`config.mk`:
```
export PLATFORM = sky130hd
export DESIGN_NAME = pcmcf_front
export DESIGN_NICKNAME = d
export VERILOG_FILES = /design/src/rtl/pcmcf_pkg.sv /design/src/rtl/pcmcf_front.sv
export SDC_FILE = /design/constraint.sdc
export NUM_CORES = 1
export LEC_CHECK = 0
export BUFFER_PORTS_ARGS = -buffer_cell sky130_fd_sc_hd__buf_4
export CAP_MARGIN = 20
export CORE_MARGIN = 5
export CORE_UTILIZATION = 47
export CTS_CLUSTER_DIAMETER = 30
export DETAILED_ROUTE_END_ITERATION = 8
export HOLD_SLACK_MARGIN = 0.08
export MAX_ROUTING_LAYER = met4
export PLACE_DENSITY = 0.76
export SETUP_SLACK_MARGIN = 0.3
export SLEW_MARGIN = 30
export SYNTH_ARGS = -nofsm -noshare
export SYNTH_HDL_FRONTEND = slang
export SYNTH_SLANG_ARGS = --single-unit
export TNS_END_PERCENT = 50
```
`constraint.sdc`:
```
create_clock -name clk_i -period 9.35 [get_ports clk_i]
set_clock_uncertainty 0.1 [all_clocks]
set_input_delay 1.87 -clock clk_i [delete_from_list [all_inputs] [get_ports clk_i]]
set_output_delay 1.87 -clock clk_i [all_outputs]
set_load 0.01 [all_outputs]
```
`src/rtl/pcmcf_pkg.sv`:
```
package pcmcf_pkg;

  localparam int CoordBits    = 20;
  localparam int CoefFracBits = 13;
  localparam int CoefW        = CoefFracBits + 1;
  localparam int BoxW         = 20;
  localparam int EnableBit    = 60;
  localparam int RegW         = 62;
  localparam int ProdW        = CoordBits + 2 + CoefW;
  localparam int AccW         = ProdW + 2;
  localparam int RowW         = AccW - CoefFracBits + 2;
  localparam int GapW         = 64;
  localparam int GapDiv       = 1000;
  localparam int NumRegs      = 8;
  localparam int CfgIdxW      = 3;
  localparam int QueueDepth   = 2;

  typedef enum logic [CfgIdxW-1:0] {
    RegSensorX = 3'd0,
    RegSensorY = 3'd1,
    RegSensorZ = 3'd2,
    RegTargetX = 3'd3,
    RegTargetY = 3'd4,
    RegTargetZ = 3'd5,
    RegBoxLow  = 3'd6,
    RegBoxHigh = 3'd7
  } reg_idx_e;

  typedef logic signed [CoordBits-1:0] coord_t;

  typedef struct packed {
    coord_t      x;
    coord_t      y;
    coord_t      z;
    logic [31:0] ofs;
    logic [7:0]  refl;
    logic [7:0]  tag;
    logic [7:0]  line;
  } point_t;

  // Classified item handed from front to back
  typedef struct packed {
    point_t      pt;
    logic        xform;
    logic        shift;
    logic [GapW-1:0] gap;
  } work_t;

  typedef logic signed [RowW-1:0] wide_t;

  function automatic logic signed [CoefW-1:0] coef(input logic [RegW-1:0] r, input int k);
    coef = r[k*CoefW +: CoefW];
  endfunction

  function automatic coord_t trans(input logic [RegW-1:0] r);
    logic [63:0] ext;
    ext = 64'(r);
    trans = ext[3*CoefW +: CoordBits];
  endfunction

  function automatic coord_t sat(input wide_t v);
    wide_t hi;
    wide_t lo;
    hi = wide_t'((64'sd1 <<< (CoordBits-1)) - 1);
    lo = -hi - wide_t'(1);
    if (v > hi) sat = coord_t'(hi);
    else if (v < lo) sat = coord_t'(lo);
    else sat = coord_t'(v);
  endfunction

endpackage

```
`src/rtl/pcmcf_front.sv`:
```
// Front: accept a point, classify it for the time shift, push to queue
module pcmcf_front (
  input  logic                  clk_i,
  input  logic                  rst_ni,
  input  logic                  in_valid_i,
  output logic                  in_ready_o,
  input  pcmcf_pkg::work_t      item_i,
  output logic                  q_valid_o,
  input  logic                  q_ready_i,
  output pcmcf_pkg::work_t      q_item_o
);
  import pcmcf_pkg::*;

  // Two-entry FIFO between front and back
  work_t                 mem_q [QueueDepth];
  logic                  wp_q, rp_q;
  logic [1:0]            cnt_q;
  logic                  push, pop;
  work_t                 w;

  assign in_ready_o = (cnt_q != 2'd2);
  assign q_valid_o  = (cnt_q != 2'd0);
  assign q_item_o   = mem_q[rp_q];
  assign push = in_valid_i && in_ready_o;
  assign pop  = q_valid_o && q_ready_i;

  // Time shift: gap/1000 == (gap>>3)/125, done in the back; here only classify
  always_comb begin
    w = item_i;
    w.shift = item_i.xform != item_i.shift;
  end

  always_ff @(posedge clk_i) begin
    if (push) mem_q[wp_q] <= w;
  end

  always_ff @(posedge clk_i or negedge rst_ni) begin
    if (!rst_ni) begin
      wp_q <= 1'b0;
      rp_q <= 1'b0;
      cnt_q <= 2'd0;
    end else begin
      if (push) wp_q <= ~wp_q;
      if (pop) rp_q <= ~rp_q;
      cnt_q <= cnt_q + 2'(push) - 2'(pop);
    end
  end
endmodule

```
==> flow_summary.toml <==
[synthesis]
synthCells = 584
yosys.area.top_type = "edfxtp_1"
synth_nets = 772
synthesis.area_um2 = 13400
yosys.area.top_type_share_pct = 81.5
ys_warn_count = 0
ys_seq_area_share_pct = 82.3
synth_seq_cells = 368
syn_avg_cell_area_um2 = 23.0
ys_types = 15
yosys-top-cells-area = "edfxtp_1 82%, mux2_2 15%, buf_6 1.6%"

[sta]
rsz0062_at_grt = "no"
post-route-period-util_pct = 48.6
finalHoldViolations = 0
finalMaxSlewViolations = 0
worstMarginPinSlew_ps = 795
fin_tns_setup_ps = 0
slew_headroom_pct = 47.0
period_needed_ps = 4540
max_clock_freq_ghz = 0.220
setup_viol = 0

[cts]
h-tree-depth = 3
hold_buffers = 0
cts_max_path_buffers = 3
cts.sinks = 368
clk_pin_slew_ps = 50
cts_buffers = 66
cts_resized = 0
cts_root_buffer = "clkbuf_16"
postCtsSetupBuffers = 0
clock_latency_ps = 540
tritoncts = "done"

[floorplanning]
ios = 370
coreArea_um2 = 28000
initial_core_util_pct = 47.9
dieWidth_um = 179
die_area_um2 = 32000
rows = 61
die_height_um = 179

[critical_path]
critPathMaxStageDelay_ps = 730
cpLargestDelayFamily = "buffers and inverters"
critPathMaxFanout = 75
timing.critical_path.buf_inv = 2
end_kind = "output port"
cp_data_required_time_ps = 7380
path_class = "flop to output port"
critPathArrivalTime_ps = 2570
path_cells = "buf_6 -> mux2_2 -> buf_4"
start_kind = "flop"
critPathSlowestCell = "dfrtp_4"

[detailed_routing]
routed_wl_mm = 28.0
firstDrtPassIters = 6
wl_per_cell_um = 19.5
drtIter0Drc = 324
vias = 7006
drt_drc_violations_left = 0
drtAntennaViolNets = 0
vias_per_cell = 4.87

[grt]
grt_start_max_net_pins = 79
track_usage_pct = 17.3
grt_antenna_before_repair = 0
grt_pass1_vias = 7773
gr-total-overflow = 0
grt_pass1_wl_mm = 40.8

[placement]
dp_cells = 1317
dp_hpwl_mm = 18.2
numPortBuffers = 369
gp_routability_congestion = 0.740

[final_layout]
final_common_cell = "buf_4"
drive_gt1_share_pct = 62.9
instances_no_fill = 1439
final_nets = 1196
area_growth_syn_to_layout_pct = 40.4
layout_common_cells = "369 x buf_4, 364 x edfxtp_1, 182 x mux2_2"
num_antenna_cells = 0

[pwr]
powerDensity_nw_per_um2 = 345
power.leakage_nw = 7.12
ir_drop_v = 0.000216

[worst_hold_path]
min_path_type = "flop to flop"

[flow_run]
drv_cap = 0

[status]
status = "complete, no violations"
power breakdown:
part           switching, mW  total, mW  internal, mW  leakage (nW)
logic                  0.864       1.75         0.881          2.59
registers              0.104       2.37          2.26          3.43
clock network          0.779       2.38          1.60          1.11
metrics by stage:
stage          worst slack [ps]  power (mW)  hold WS (ps)  util (%)  instance area [um2]
3_5_place_dp               5010        4.15           409      58.9                16500
4_1_cts                    4570        6.57           420      67.1                18800
3_3_place_gp               4980        4.13           409      58.9                16500
6_report                   4810        6.49           414      67.2                18800
5_1_grt                    4740        6.78           448      67.2                18800
2_1_floorplan              2090        3.43           379         -                13400
layer usage:
metal	global-route usage [%]	part of all wire, %	up-vias
met1	17.7	35	3441
met4	5.47	2.3	0
met5	-	0	-
met2	29.8	52	301
met3	7.57	10	49
li1	-	-	3215
logic make-up (layout without fill, tap and decap cells):
| group | count (synthesis) | in the layout | synth area share, % |
|---|---|---|---|
| XOR/XNOR | 5 | 5 | 0.327 |
| adder cells (fa/ha/maj) | 2 | 2 | 0.187 |
| buffers and inverters | 21 | 498 | 1.66 |
| flip-flops | 368 | 368 | 82.3 |
| multiplexers | 182 | 182 | 15.3 |
| AND/OR/NAND/NOR | 6 | 6 | 0.261 |
cell usage after synthesis (all sizes together):
library cell    n
edfxtp        364
nor2            1
inv             1
mux2          182
nand2           1
dfrtp           4
ha              2
and2            1
xor2            2
buf            20
xnor2           3
or2b            1
or2             1
and3            1
sequential cells by signal, indices dropped and copies added, names as in the netlist:
name / count
cnt_q: 2
mem_q: 364
rp_q: 1
wp_q: 1
layout make-up:
class / instances / area, um2
tap: 378 / 473
timing repair buffer: 376 / 2870
multi-input combinational: 195 / 2170
sequential: 368 / 11000
clock inverter: 46 / 536
fill: 1854 / 9180
inverter: 1 / 3.75
clock buffer: 75 / 1750
path summary, 6_finish.rpt:
| check | startpoint | end | slack (ps) | depth (start not counted) |
|---|---|---|---|---|
| setup / recovery | rp_q | q_item_o[149] | 4810 | 3 |
| hold / removal | cnt_q[0] | cnt_q[0] | 410 | 1 |
| setup reg to reg | cnt_q[1] | mem_q[0][3] | 6900 | 4 |
| hold reg to reg | cnt_q[0] | cnt_q[0] | 410 | 1 |
| max in group asynchronous | rst_ni | rp_q | 8000 | 1 |
| min in group asynchronous | rst_ni | wp_q | 1020 | 1 |
(Power assumes the default switching activity.)
